<file path="src/design/dbpc_pkg.sv">
// ----------------------------------------------------------------------------
// Dual button press classifier package
// Shared types, class and kind codes, register indexes and reset values.
// ----------------------------------------------------------------------------
`timescale 1ns / 1ps
`default_nettype none

package dbpc_pkg;

  // Default width of the internal time base.
  localparam int unsigned TIME_BITS_DEF = 32;

  // Width of the timestamp and duration fields on the ports.
  localparam int unsigned PORT_TIME_W = 32;

  // Width of one threshold register.
  localparam int unsigned THR_W = 16;

  // Register indexes on the configuration port.
  localparam int unsigned CFG_IDX_W = 2;
  localparam logic [CFG_IDX_W-1:0] REG_SHORT_PRESS = 2'd0;
  localparam logic [CFG_IDX_W-1:0] REG_LONG_PRESS  = 2'd1;
  localparam logic [CFG_IDX_W-1:0] REG_STUCK       = 2'd2;

  // Threshold reset values in ms.
  localparam logic [THR_W-1:0] SHORT_PRESS_RST = 16'd50;
  localparam logic [THR_W-1:0] LONG_PRESS_RST  = 16'd1000;
  localparam logic [THR_W-1:0] STUCK_RST       = 16'd10000;

  // Button class kept between polls.
  typedef enum logic [2:0] {
    CLS_RELEASED = 3'd0,
    CLS_PRESSED  = 3'd1,
    CLS_SHORT    = 3'd2,
    CLS_LONG     = 3'd3,
    CLS_STUCK    = 3'd4
  } cls_e;

  // Reported event kind.
  typedef enum logic [1:0] {
    KIND_SHORT = 2'd0,
    KIND_LONG  = 2'd1,
    KIND_STUCK = 2'd2
  } kind_e;

  // Threshold set handed to each button.
  typedef struct packed {
    logic [THR_W-1:0] short_ms;
    logic [THR_W-1:0] long_ms;
    logic [THR_W-1:0] stuck_ms;
  } thr_t;

  // Per-button result of one poll.
  typedef struct packed {
    logic                   report;
    kind_e                  kind;
    logic [PORT_TIME_W-1:0] duration;
    logic                   released;
  } btn_res_t;

endpackage

`default_nettype wire

</file>
<file path="src/design/dbpc_btn.sv">
// ----------------------------------------------------------------------------
// Dual button press classifier: one button
// Holds the class and press start of one button and classifies each poll.
// ----------------------------------------------------------------------------
`timescale 1ns / 1ps
`default_nettype none

module dbpc_btn #(
  parameter int unsigned TIME_BITS = dbpc_pkg::TIME_BITS_DEF
) (
  input  wire logic                 clk_i,
  input  wire logic                 rst_ni,
  input  wire logic                 adv_i,
  input  wire logic                 level_i,
  input  wire logic [TIME_BITS-1:0] now_i,
  input  wire dbpc_pkg::thr_t       thr_i,
  output dbpc_pkg::btn_res_t        res_o
);

  dbpc_pkg::cls_e       cls_q, cls_d;
  logic [TIME_BITS-1:0] start_q, start_d;
  logic [TIME_BITS-1:0] held;
  logic [TIME_BITS-1:0] dur_full;
  logic                 was_held;
  logic                 rep;
  dbpc_pkg::kind_e      kind;

  // Hold time against the old start, and whether the button was held.
  assign held     = now_i - start_q;
  assign was_held = cls_q inside {dbpc_pkg::CLS_PRESSED, dbpc_pkg::CLS_LONG,
                                  dbpc_pkg::CLS_STUCK};

  // Next class. Stuck is tested before long.
  always_comb begin
    cls_d = dbpc_pkg::CLS_RELEASED;
    if (level_i) begin
      if (was_held && held >= TIME_BITS'(thr_i.stuck_ms)) begin
        cls_d = dbpc_pkg::CLS_STUCK;
      end else if (was_held && held >= TIME_BITS'(thr_i.long_ms)) begin
        cls_d = dbpc_pkg::CLS_LONG;
      end else begin
        cls_d = dbpc_pkg::CLS_PRESSED;
      end
    end else if (was_held && held >= TIME_BITS'(thr_i.short_ms)
                 && held < TIME_BITS'(thr_i.long_ms)) begin
      cls_d = dbpc_pkg::CLS_SHORT;
    end
  end

  // A new hold begins when the button is seen down after a non-held class.
  assign start_d  = (level_i && !was_held) ? now_i : start_q;
  assign dur_full = now_i - start_d;

  // Long repeats every poll; short and stuck are reported on entry only.
  assign rep = (cls_d == dbpc_pkg::CLS_SHORT || cls_d == dbpc_pkg::CLS_LONG
                || cls_d == dbpc_pkg::CLS_STUCK)
               && (cls_d != cls_q || cls_d == dbpc_pkg::CLS_LONG);

  always_comb begin
    case (cls_d)
      dbpc_pkg::CLS_LONG:  kind = dbpc_pkg::KIND_LONG;
      dbpc_pkg::CLS_STUCK: kind = dbpc_pkg::KIND_STUCK;
      default:             kind = dbpc_pkg::KIND_SHORT;
    endcase
  end

  assign res_o.report   = rep;
  assign res_o.kind     = rep ? kind : dbpc_pkg::KIND_SHORT;
  assign res_o.duration = rep ? dbpc_pkg::PORT_TIME_W'(dur_full) : '0;
  assign res_o.released = (cls_d == dbpc_pkg::CLS_RELEASED);

  // Button state advances once per poll that moves to the result stage.
  always_ff @(posedge clk_i or negedge rst_ni) begin
    if (!rst_ni) begin
      cls_q   <= dbpc_pkg::CLS_RELEASED;
      start_q <= '0;
    end else if (adv_i) begin
      cls_q   <= cls_d;
      start_q <= start_d;
    end
  end

endmodule

`default_nettype wire

</file>
<file path="src/design/dual_button_press_classifier_core.sv">
// Throughput: one poll word per cycle; the input and result registers form a
// two-stage pipeline that advances whenever the result register is free.
// Reset: asynchronous, active low; clears both button classes to released,
// both press starts to zero, the thresholds to 50, 1000 and 10000 ms and
// empties both stages.
// ----------------------------------------------------------------------------
// Dual button press classifier
// Classifies polls of two buttons into short, long and stuck press events.
// ----------------------------------------------------------------------------
`timescale 1ns / 1ps
`default_nettype none

module dual_button_press_classifier_core #(
  parameter int unsigned TIME_BITS = dbpc_pkg::TIME_BITS_DEF
) (
  input  wire logic                            clk_i,
  input  wire logic                            rst_ni,
  // Configuration write port.
  input  wire logic                            cfg_we_i,
  input  wire logic [dbpc_pkg::CFG_IDX_W-1:0]  cfg_idx_i,
  input  wire logic [dbpc_pkg::THR_W-1:0]      cfg_data_i,
  // Poll stream.
  input  wire logic                            s_axis_tvalid,
  output logic                                 s_axis_tready,
  // [0] plus_level, [1] minus_level, [33:2] now_ms, [39:34] zero
  input  wire logic [39:0]                     s_axis_tdata,
  // Result stream.
  output logic                                 m_axis_tvalid,
  input  wire logic                            m_axis_tready,
  // [0] report_plus, [1] report_minus, [3:2] plus_kind, [5:4] minus_kind,
  // [37:6] plus_duration_ms, [69:38] minus_duration_ms, [70] idle, [71] zero
  output logic [71:0]                          m_axis_tdata
);

  // Threshold registers.
  dbpc_pkg::thr_t thr_q;

  always_ff @(posedge clk_i or negedge rst_ni) begin
    if (!rst_ni) begin
      thr_q.short_ms <= dbpc_pkg::SHORT_PRESS_RST;
      thr_q.long_ms  <= dbpc_pkg::LONG_PRESS_RST;
      thr_q.stuck_ms <= dbpc_pkg::STUCK_RST;
    end else if (cfg_we_i) begin
      case (cfg_idx_i)
        dbpc_pkg::REG_SHORT_PRESS: thr_q.short_ms <= cfg_data_i;
        dbpc_pkg::REG_LONG_PRESS:  thr_q.long_ms  <= cfg_data_i;
        dbpc_pkg::REG_STUCK:       thr_q.stuck_ms <= cfg_data_i;
        default: ;
      endcase
    end
  end

  // Pipeline control.
  logic in_valid_q;
  logic out_valid_q;
  logic out_free;
  logic adv;
  logic in_fire;

  assign out_free      = !out_valid_q || m_axis_tready;
  assign adv           = in_valid_q && out_free;
  assign s_axis_tready = !in_valid_q || out_free;
  assign in_fire       = s_axis_tvalid && s_axis_tready;

  always_ff @(posedge clk_i or negedge rst_ni) begin
    if (!rst_ni) begin
      in_valid_q  <= 1'b0;
      out_valid_q <= 1'b0;
    end else begin
      if (in_fire) begin
        in_valid_q <= 1'b1;
      end else if (adv) begin
        in_valid_q <= 1'b0;
      end
      if (adv) begin
        out_valid_q <= 1'b1;
      end else if (m_axis_tready) begin
        out_valid_q <= 1'b0;
      end
    end
  end

  // Input register.
  logic                             plus_q;
  logic                             minus_q;
  logic [dbpc_pkg::PORT_TIME_W-1:0] now_q;

  always_ff @(posedge clk_i) begin
    if (in_fire) begin
      plus_q  <= s_axis_tdata[0];
      minus_q <= s_axis_tdata[1];
      now_q   <= s_axis_tdata[33:2];
    end
  end

  // Per-button classification.
  logic [TIME_BITS-1:0] now_t;
  dbpc_pkg::btn_res_t   plus_res;
  dbpc_pkg::btn_res_t   minus_res;

  assign now_t = TIME_BITS'(now_q);

  dbpc_btn #(
    .TIME_BITS(TIME_BITS)
  ) u_plus (
    .clk_i  (clk_i),
    .rst_ni (rst_ni),
    .adv_i  (adv),
    .level_i(plus_q),
    .now_i  (now_t),
    .thr_i  (thr_q),
    .res_o  (plus_res)
  );

  dbpc_btn #(
    .TIME_BITS(TIME_BITS)
  ) u_minus (
    .clk_i  (clk_i),
    .rst_ni (rst_ni),
    .adv_i  (adv),
    .level_i(minus_q),
    .now_i  (now_t),
    .thr_i  (thr_q),
    .res_o  (minus_res)
  );

  // Result register.
  logic [71:0] out_q;

  always_ff @(posedge clk_i) begin
    if (adv) begin
      out_q <= {1'b0,
                plus_res.released && minus_res.released,
                minus_res.duration,
                plus_res.duration,
                minus_res.kind,
                plus_res.kind,
                minus_res.report,
                plus_res.report};
    end
  end

  assign m_axis_tvalid = out_valid_q;
  assign m_axis_tdata  = out_q;

endmodule

`default_nettype wire

</file>
<file path="config.mk">
export PLATFORM = sky130hd
export DESIGN_NAME = dual_button_press_classifier_core
export DESIGN_NICKNAME = d
export VERILOG_FILES = /design/src/design/dbpc_pkg.sv /design/src/design/dbpc_btn.sv /design/src/design/dual_button_press_classifier_core.sv
export SDC_FILE = /design/constraint.sdc
export NUM_CORES = 1
export LEC_CHECK = 0
export BUFFER_PORTS_ARGS = -buffer_cell sky130_fd_sc_hd__buf_2
export CAP_MARGIN = 10
export CELL_PAD_IN_SITES_DETAIL_PLACEMENT = 0
export CELL_PAD_IN_SITES_GLOBAL_PLACEMENT = 2
export CORE_MARGIN = 1.5
export CORE_UTILIZATION = 40
export CTS_CLUSTER_SIZE = 40
export DETAILED_ROUTE_END_ITERATION = 10
export PLACE_DENSITY = 0.87
export REMOVE_ABC_BUFFERS = 1
export SYNTH_ARGS = -nofsm -noshare
export SYNTH_HDL_FRONTEND = slang
export SYNTH_HIERARCHICAL = 1
export SYNTH_SLANG_ARGS = --single-unit
</file>
<file path="constraint.sdc">
create_clock -name clk_i -period 5.7 [get_ports clk_i]
set_clock_uncertainty 0.1 [all_clocks]
set_input_delay 1.14 -clock clk_i [delete_from_list [all_inputs] [get_ports clk_i]]
set_output_delay 1.14 -clock clk_i [all_outputs]
set_load 0.01 [all_outputs]
</file>
Word level (Yosys, flattened, before mapping) --
Index checks and enable logic that the tools add are counted.
Storage, ports and cells: flip-flop bits (word level) 225, bits of input ports 63, output and inout port bits 74, logic and storage cells 96
Operators by class: add/sub/neg operators 4, $lt $le $gt $ge 8, equality and inequality tests 16, mux-type cells 16, reductions and logical operators 37
Operators with widths (number):
- $ge 32x16->1 | 6
- $sub 32x32->32 | 4
- $lt 32x16->1 | 2
- $mux 32 | 2
- $eq 3x2->1 const B | 6
- $logic_and 1x1->1 | 15
- $eq 3x3->1 const B | 4
- $mux 3 | 4
- $logic_or 1x1->1 | 8
- $mux 2 | 4
- $pmux 2 s2 | 2
- $eq 3x1->1 const B | 2
- $logic_not 3->1 | 2
- $ne 3x3->1 | 2
- $reduce_and 2->1 | 3
- $reduce_bool 3->1 | 2
- $logic_not 1->1 | 4
- $mux 1 | 4
- $reduce_bool 2->1 | 2
- $eq 2x1->1 const B | 1
- $eq 2x2->1 const B | 1
- $logic_not 2->1 | 1

Depth between registers and ports, before layout --
Gate-level depths: netlist of run 1.
word-level depth 10, gate-level depth with buffers 24, mapped depth without buffers 21

By module --
Netlist of run 1, hierarchy kept.
By module, submodules not included:
- dbpc_btn (u_plus) | instances 1, cells an instance 850, area an instance 6909.1 sq um, sequential area each 875.8 sq um
- dbpc_btn (u_minus) | instances 1, cells an instance 850, area an instance 6730.2 sq um, sequential area each 875.8 sq um
- dual_button_press_classifier_core | instances 1, cells an instance 218, area an instance 5092.4 sq um, sequential area each 4421.7 sq um

Least setup slack after synthesis of run 1 --
No wires, ideal clock.
path kind register -> register, from register now_q[1] (netlist bit), to register out_q[0] (netlist: m_axis_tdata[0]) (data pin), library setup time 0.125 ns, arrival 4.571 ns, data required time 5.475 ns, path slack 0.904 ns, cell stages (with the launch flop) 24, path buffers 3, period minus slack after synthesis 4.796 ns, cell sequence edfxtp_1 > ha_1 > nor2b_1 > o21ai_1 > o211ai_1 > and2_1 > nand2_1 > nand2b_1 > a21oi_1 > xnor2_1 > ha_1 > a21o_1 > a21o_1 > a21oi_1 > o21ai_1 > and3_1 > a211o_1 > a2111oi_0 > a32oi_1 > or4_1 > buf_6 > buf_6 > nand2_1 > buf_4
On the way: longest elaborated chain between the ends 10, elaborated cells on any way between the ends 21, classes of those cells add/sub: 1; order compare: 4; eq/ne: 4; mux: 4; reduce/logical: 8
Ends and longest elaborated chain:
- from (decl) | line dual_button_press_classifier_core.sv:86 | logic [dbpc_pkg::PORT_TIME_W-1:0] now_q;
- from (signal assigned) | line dual_button_press_classifier_core.sv:92 | now_q <= s_axis_tdata[33:2];
- $sub 32x32->32 (*) | line dbpc_btn.sv:29 | assign held = now_i - start_q;
- $ge 32x16->1 (on tied branches) | line dbpc_btn.sv:39, dbpc_btn.sv:44
- $logic_and 1x1->1 (on tied branches) | line dbpc_btn.sv:39, dbpc_btn.sv:44
- $mux 2 or $logic_and 1x1->1 (tied branches) | line dbpc_btn.sv:39, dbpc_btn.sv:45
- $mux 3 or $mux 2 (tied branches) | line dbpc_btn.sv:37, dbpc_btn.sv:44
- $mux 3 (*) | line dbpc_btn.sv:36 | if (level_i) begin
- $eq 3x2->1 (on tied branches) | line dbpc_btn.sv:55, dbpc_btn.sv:57
- $logic_or 1x1->1 | line dbpc_btn.sv:55 | assign rep = (cls_d == dbpc_pkg::CLS_SHORT || cls_d == dbpc_pkg::CLS_LONG
- $logic_or 1x1->1 | line dbpc_btn.sv:56 | || cls_d == dbpc_pkg::CLS_STUCK)
- $logic_and 1x1->1 (*) | line dbpc_btn.sv:57 | && (cls_d != cls_q || cls_d == dbpc_pkg::CLS_LONG);
- via u_plus.rep | line dbpc_btn.sv:25 | logic rep;
- to (signal assigned) | line dual_button_press_classifier_core.sv:132 | out_q <= {1'b0,
- to (decl) | line dual_button_press_classifier_core.sv:128 | logic [71:0] out_q;
The timed path passes the listed nets; every way through them passes the cells marked *. A chain may end at the register's enable or synchronous reset.

Worst setup path in the final report of run 1 --
from register now_q[1] (netlist bit), to register out_q[14] (netlist: m_axis_tdata[14]) (data pin)
On the way: longest elaborated chain between the ends 10, elaborated cells on any way between the ends 23, classes of those cells add/sub: 2; order compare: 4; eq/ne: 4; mux: 5; reduce/logical: 8
Ends and longest elaborated chain (line):
- $sub 32x32->32 | dbpc_btn.sv:29
- $ge 32x16->1 (on tied branches) | dbpc_btn.sv:39, dbpc_btn.sv:44
- $logic_and 1x1->1 (on tied branches) | dbpc_btn.sv:39, dbpc_btn.sv:44
- $mux 2 or $logic_and 1x1->1 (tied branches) | dbpc_btn.sv:39, dbpc_btn.sv:45
- $mux 3 or $mux 2 (tied branches) | dbpc_btn.sv:37, dbpc_btn.sv:44
- $mux 3 | dbpc_btn.sv:36
- $eq 3x2->1 (on tied branches) | dbpc_btn.sv:55, dbpc_btn.sv:57
- $logic_or 1x1->1 | dbpc_btn.sv:55
- $logic_or 1x1->1 | dbpc_btn.sv:56
- $logic_and 1x1->1 | dbpc_btn.sv:57
Several ways; a longest one is shown, not always the timed one.

==> results of run 1 <==
## kinds of logic (layout without fill, tap and decap cells)
family                   Yosys count  after routing
AO/OA/AOI/OAI                    529            529
XOR/XNOR                          88             88
adder cells (fa/ha/maj)          224            224
buffers and inverters            248            424
flip-flops                       225            225
multiplexers                     171            171
other                              1              1
AND/OR/NAND/NOR                  432            432
## power breakdown
group          switching (uW)  internal [uW]
logic                    5180           3820
registers                 322           2180
clock network             732            946
total                    6240           6950
## what timing repair did
| action | CTS | global route |
|---|---|---|
| resized for setup | 1 | 4 |
| pin swaps | 0 | 1 |
| setup buffers | 0 | 3 |
| endpoints found under the setup margin | 2 | 44 |
## sequential cells by signal, indices dropped and copies added (netlist names)
signal / count
plus_q: 1
minus_q: 1
in_valid_q: 1
m_axis_tvalid: 1
now_q: 32
u_plus/cls_q: 3
u_minus/cls_q: 3
u_plus/start_q: 32
u_minus/start_q: 32
thr_q: 48
m_axis_tdata: 71
## area by class of cell
class,count,area share [%]
clock buffers,35,3.58
flip-flops and latches,225,29.2
well taps,607,3.59
repair buffers,177,5.12
inverters,197,3.49
multi-input cells,1445,54.6
clock inverters,15,0.502
## critical path, delay by kind of cell (launching register included)
kind / cells / cell delay, ps
buf+inv: 5 / 810
flops: 1 / 410
xor+xnor: 1 / 140
compound gates: 11 / 1970
simple gates: 3 / 1040
fa+ha+maj: 2 / 750
## final timing paths
| kind | from | end | slack (ps) | depth (start not counted) |
|---|---|---|---|---|
| worst max-delay path | now_q[1] | m_axis_tdata[14] | 260 | 22 |
| min in group asynchronous | rst_ni | u_minus/start_q[31] | 550 | 1 |
| max in group asynchronous | rst_ni | u_plus/start_q[5] | 4090 | 2 |
| worst min register to register | u_minus/cls_q[2] | u_minus/cls_q[2] | 390 | 2 |
| worst max register to register | now_q[1] | m_axis_tdata[14] | 260 | 22 |
| worst min-delay path | u_minus/cls_q[2] | u_minus/cls_q[2] | 390 | 2 |
## layer usage
| layer | global-route usage (%) | wire length (microns) | up-vias |
|---|---|---|---|
| met2 | 37.6 | 25100 | 269 |
| met3 | 2.79 | 2070 | 61 |
| met5 | 0 | 13 | - |
| met4 | 5.89 | 1220 | 2 |
| met1 | 28.5 | 23500 | 7014 |
| li1 | - | - | 7388 |
## per-stage QoR
step / util [%] / worst slack, ps / instances
after floorplan: - / 232 / 1867
after global placement: 43.7 / -31.7 / 2648
after detailed placement: 43.7 / 17.6 / 2648
after CTS: 45.6 / 80.8 / 2698
after global routing: 45.7 / 8.41 / 2701
final: 45.7 / 261 / 2701
## cells in the final DEF, fill, tap and decap left out, types with 19 or more instances in the layout
| cell | Yosys | final |
|---|---|---|
| ha_1 | 220 | 220 |
| inv_1 | 193 | 193 |
| a21oi_1 | 140 | 140 |
| buf_2 | 7 | 128 |
| mux2_2 | 108 | 108 |
| dfrtp_1 | 106 | 106 |
| edfxtp_1 | 105 | 105 |
| nand2_1 | 91 | 89 |
| o21ai_0 | 82 | 82 |
| nor2_1 | 77 | 77 |
| mux2i_1 | 62 | 62 |
| xnor2_1 | 62 | 61 |
| a21o_1 | 57 | 57 |
| buf_4 | 5 | 43 |
| nand2b_1 | 37 | 37 |
| nand3_1 | 34 | 34 |
| nor3_1 | 30 | 30 |
| a21oi_2 | 30 | 29 |
| clkbuf_16 | 0 | 28 |
| xor2_1 | 26 | 26 |
| and2_1 | 27 | 25 |
| o21a_1 | 23 | 23 |
| nor2b_1 | 21 | 21 |
| nand4_1 | 21 | 21 |
| o211ai_1 | 20 | 20 |
| and3_1 | 19 | 19 |
==> flow_metrics.tcl, run 1 <==
set metrics [dict create \
    ys_types 106 \
    synthAdderAreaFrac_pct 15.1 \
    cts_max_path_buffers 3 \
    dp_hpwl_microns 40600 \
    placementRows 79 \
    cts-buffers-inserted 27 \
    drtPass1Iterations 5 \
    synthMuxAreaShare_pct 9.93 \
    worstHoldPathType "reg2reg" \
    grt_pass1_wl_microns 81400 \
    synthTopCellsByCount "ha_1, inv_1, a21oi_1" \
    cts_hold_buf 0 \
    post_drt_via_cell_ratio 5.46 \
    slowest_stage "or4_2" \
    grt_overflow 0 \
    gp_congestion 0.878 \
    grt_max_degree 62 \
    seqCellArea_sq_mm 0.00617 \
    crit_chain "buf_4 -> inv_1 -> fa_1 -> nand2b_1 -> a21oi_4 -> o21ai_4 -> o21bai_1 -> a21oi_1 -> xnor2_1 -> buf_4 -> ha_1 -> a21o_1 -> a21oi_1 -> o21ai_1 -> and3_1 -> a211o_1 -> a2111oi_2 -> buf_4 -> a32oi_1 -> or4_2 -> buf_12 -> a211oi_2" \
    start_util_pct 40.4 \
    finalHoldWorstSlack_ps 390 \
    hold_violations 0 \
    io-pin-count 137 \
    synthSimpleGateAreaFrac_pct 12.7 \
    netlist_area_sq_mm 0.0187 \
    dr_total_vias 14700 \
    fmax_ghz 0.184 \
    ys_ff_latch 225 \
    synth_largest_area_cell "edfxtp_1" \
    period_needed_ps 5440 \
    finalCritPeriodShare_pct 95.4 \
    vdd_drop_max_v 0.000264 \
    crit_type "reg2reg" \
    grt_use_total_pct 21.8 \
    htree_levels 1 \
    crit_fanout 23 \
    route.detailed.drc 0 \
    coreArea_sq_mm 0.0464 \
    clk_pin_slew_worst_paths_ps 70 \
    area_delta_synth_final_pct 13.0 \
    drtIter0Drc 845 \
    clock-sinks 225 \
    n_antenna_cell 0 \
    post_dp_cell_area_sq_mm 0.0203 \
    num-nets-final 2360 \
    cts_root_buf "clkbuf_16" \
    avgSynthCellArea_sq_um 9.77 \
    yosys-top-cells-area "edfxtp_1, ha_1, dfrtp_1, mux2_2, inv_1" \
    cp_data_arrival_time_ps 5750 \
    final.setup.tns_ps 0 \
    wire_per_inst_microns 19.2 \
    port_buffers 129 \
    crit_top_cell "buf_4" \
    setup_viol 0 \
    synth_top_area_share_pct 16.8 \
    ant_nets 0 \
    routed_wl_microns 52000 \
    tightest_slew_ps 1140 \
    grt_pass1_vias 14400 \
    yosys.area_share.xor_xnor_pct 4.11 \
    outcome "finished, final reports clean" \
    n_fill_cell 4473 \
    start_kind "flop" \
    die_x_microns 219 \
    rsz0062_at_grt "false" \
    fp.dieH_microns 219 \
    yosysMostFrequentCell "ha_1" \
    postSynthCellCount 1918 \
    finalPower_uw 13200 \
    crit_path_end_kind "flop" \
    multi_input_area_sq_mm 0.0115 \
    synth_flop_cell "dfrtp_1" \
    ys_async_sr_fraction_pct 53.3 \
    synth_edf_count 105 \
    synth-compound-area-share_pct 19.5 \
    power.leakage_uw 0.00974 \
    drive_gt1_share_pct 20.7 \
    slew_headroom_pct 24.0 \
    design_area_sq_mm 0.0212 \
    antenna_found_initial 1 \
    seq_area_frac_synth_pct 33.0 \
    cap_violations 0 \
    critPathRequiredTime_ps 6010 \
    powerDensity_mw_per_mm2 623 \
    drv_slew 0 \
    clk_latency_ps 570 \
    die_area_sq_mm 0.0481 \
    cts_tree "yes" \
    ys_warn_count 6 \
    slowest_delay_ps 620 \
    synth_top_family_by_area "compound AO/OA/AOI/OAI gates" \
]
No activity file was read; power rests on OpenSTA's default activity.
==> run 2, diff against run 1 <==
Settings changed: CTS_BUF_LIST set to sky130_fd_sc_hd__clkbuf_16.
==> run 2 against run 1 <==
Net effect: final cell count did not move; via count fell by 0.12%; die area did not move; critical path depth did not move; power fell by 0.37%; flip-flop and latch count did not move; fmax barely moved; core utilization fell by 0.065 points; count of clock-buffer cells in the layout fell by 7; clock power fell by 3%; sequential power barely moved.
==> flow_metrics.tcl, run 2 (synthesis results as in run 1) <==
set metrics [dict create \
    crit_path_end_kind "flop" \
    setup_viol 0 \
    reg2reg_slack_ps 260 \
    ant_nets 0 \
    drtIter0Drc 826 \
    power_frac_clock_pct 12.4 \
    hold_path_startpoint "u_minus/cls_q[2]" \
    crit_fanout 23 \
    slew_headroom_pct 23.4 \
    p_int_uw 6900 \
    crit_type "reg2reg" \
    grt_max_degree 62 \
    drive_gt1_share_pct 20.5 \
    n_antenna_cell 0 \
    p_seq_share_pct 19.1 \
    clock-sinks 225 \
    finalCritPeriodShare_pct 95.4 \
    dr_total_vias 14700 \
    reg2reg_depth 22 \
    final_cell_mix "ha_1, inv_1, a21oi_1, buf_2, mux2_2" \
    rsz0062_at_grt "false" \
    post_drt_via_cell_ratio 5.45 \
    io-pin-count 137 \
    power.net_switching_uw 6240 \
    hold_path_end "u_minus/cls_q[2]" \
    fmax_ghz 0.184 \
    cp_data_arrival_time_ps 5750 \
    clk_pin_slew_worst_paths_ps 70 \
    start_util_pct 40.4 \
    vdd_drop_max_v 0.000262 \
    pre_cts_ws_ps 17.6 \
    powerDensity_mw_per_mm2 621 \
    largest_reg_flops 71 \
    worstHoldPathType "reg2reg" \
    area_delta_synth_final_pct 12.8 \
    start_kind "flop" \
    dp_hpwl_microns 40600 \
    route.detailed.drc 0 \
    tightest_slew_ps 1150 \
    comb_power_share_pct 68.5 \
    grt_use_total_pct 21.8 \
    rr_endpoint "m_axis_tdata[14]" \
    timing.rr.start "now_q[1]" \
    power.leakage_uw 0.00974 \
    layout_commonest_cell "ha_1" \
    final_util_pct 45.6 \
    routed_wl_microns 52000 \
    grt_pass1_wl_microns 81400 \
    period_needed_ps 5440 \
    num-nets-final 2360 \
    gp_congestion 0.878 \
    htree_levels 1 \
    wire_per_inst_microns 19.2 \
    clk_latency_ps 570 \
    placementRows 79 \
    finalHoldWorstSlack_ps 390 \
    die_x_microns 219 \
    grt_overflow 0 \
    antenna_found_initial 1 \
    crit_path_start "now_q[1]" \
    critPathRequiredTime_ps 6020 \
    finalPower_uw 13100 \
    outcome "finished, final reports clean" \
    fp.dieH_microns 219 \
    drtPass1Iterations 5 \
    coreArea_sq_mm 0.0464 \
    drv_slew 0 \
    die_area_sq_mm 0.0481 \
    cts_root_buf "clkbuf_16" \
    cap_violations 0 \
    hold_violations 0 \
    cts_tree "yes" \
    layout_setup_ws_ps 263 \
    cts_max_path_buffers 3 \
    port_buffers 129 \
    swShare_pct 47.5 \
    cts-buffers-inserted 27 \
    grt_pass1_vias 14400 \
    hold_depth 2 \
]
## run 2: worst max-delay path by stage
stage	depth (start not counted)	slack, ps	endpoint
6_report	22	260	m_axis_tdata[14]
4_1_cts	22	80	m_axis_tdata[14]
2_1_floorplan	4	230	u_minus/start_q[10]
3_3_place_gp	22	-30	m_axis_tdata[14]
3_5_place_dp	22	20	m_axis_tdata[14]
5_1_grt	22	9	m_axis_tdata[14]
## run 2: power by group through the flow
| stage | Sequential, uW | Clock (uW) | Combinational (uW) |
|---|---|---|---|
| floorplan | 2470 | 0 | 6390 |
| global placement | 2530 | 0 | 8800 |
| detailed placement | 2540 | 0 | 8870 |
| CTS | 2510 | 1680 | 8940 |
| global route | 2560 | 1740 | 10000 |
| finish | 2510 | 1630 | 9000 |
## run 2: layout make-up
class                           instances  area, sq um
Inverter                              197          739
Clock inverter                         22          133
Timing Repair Buffer                  177         1080
Clock buffer                           28          701
Tap cell                              607          759
Fill cell                            4480        25200
Multi-Input combinational cell       1445        11500
Sequential cell                       225         6170
## run 2: through the flow
| stage | instances | TNS, ps | instance area [sq um] |
|---|---|---|---|
| after global routing | 2701 | 0 | 21100 |
| after detailed placement | 2648 | 0 | 20300 |
| after CTS | 2698 | 0 | 21100 |
| final | 2701 | 0 | 21100 |
| after floorplan | 1867 | 0 | 18400 |
| after global placement | 2648 | -53.6 | 20300 |
## run 2: timing repair
action | CTS | global route
endpoints found under the setup margin | 2 | 44
hold buffers | 0 | 0
pin swaps | 0 | 1
resized for setup | 1 | 4
hold endpoints to repair | 0 | 0
setup buffers | 0 | 3
## run 2: per-layer routing
layer  part of all wire (%)  wire length [microns]  global-route usage (%)  vias to the layer above
met1                     45                  23500                    28.5                     7008
li1                       -                      -                       -                     7388
met5                  0.025                     13                       0                        -
met2                     48                  25100                    37.6                      260
met4                    2.3                   1220                    5.89                        2
met3                    3.9                   2050                    2.79                       59
## run 2: critical path, cell delays in order (launching register included)
cell and delay (ps):
edfxtp_1 410, buf_4 180, inv_1 80, fa_1 460, nand2b_1 240, a21oi_4 200
o21ai_4 130, o21bai_1 150, a21oi_1 90, xnor2_1 140, buf_4 160, ha_1 290
a21o_1 170, a21oi_1 140, o21ai_1 70, and3_1 180, a211o_1 340, a2111oi_2 400
buf_4 190, a32oi_1 50, or4_2 620, buf_12 200, a211oi_2 230
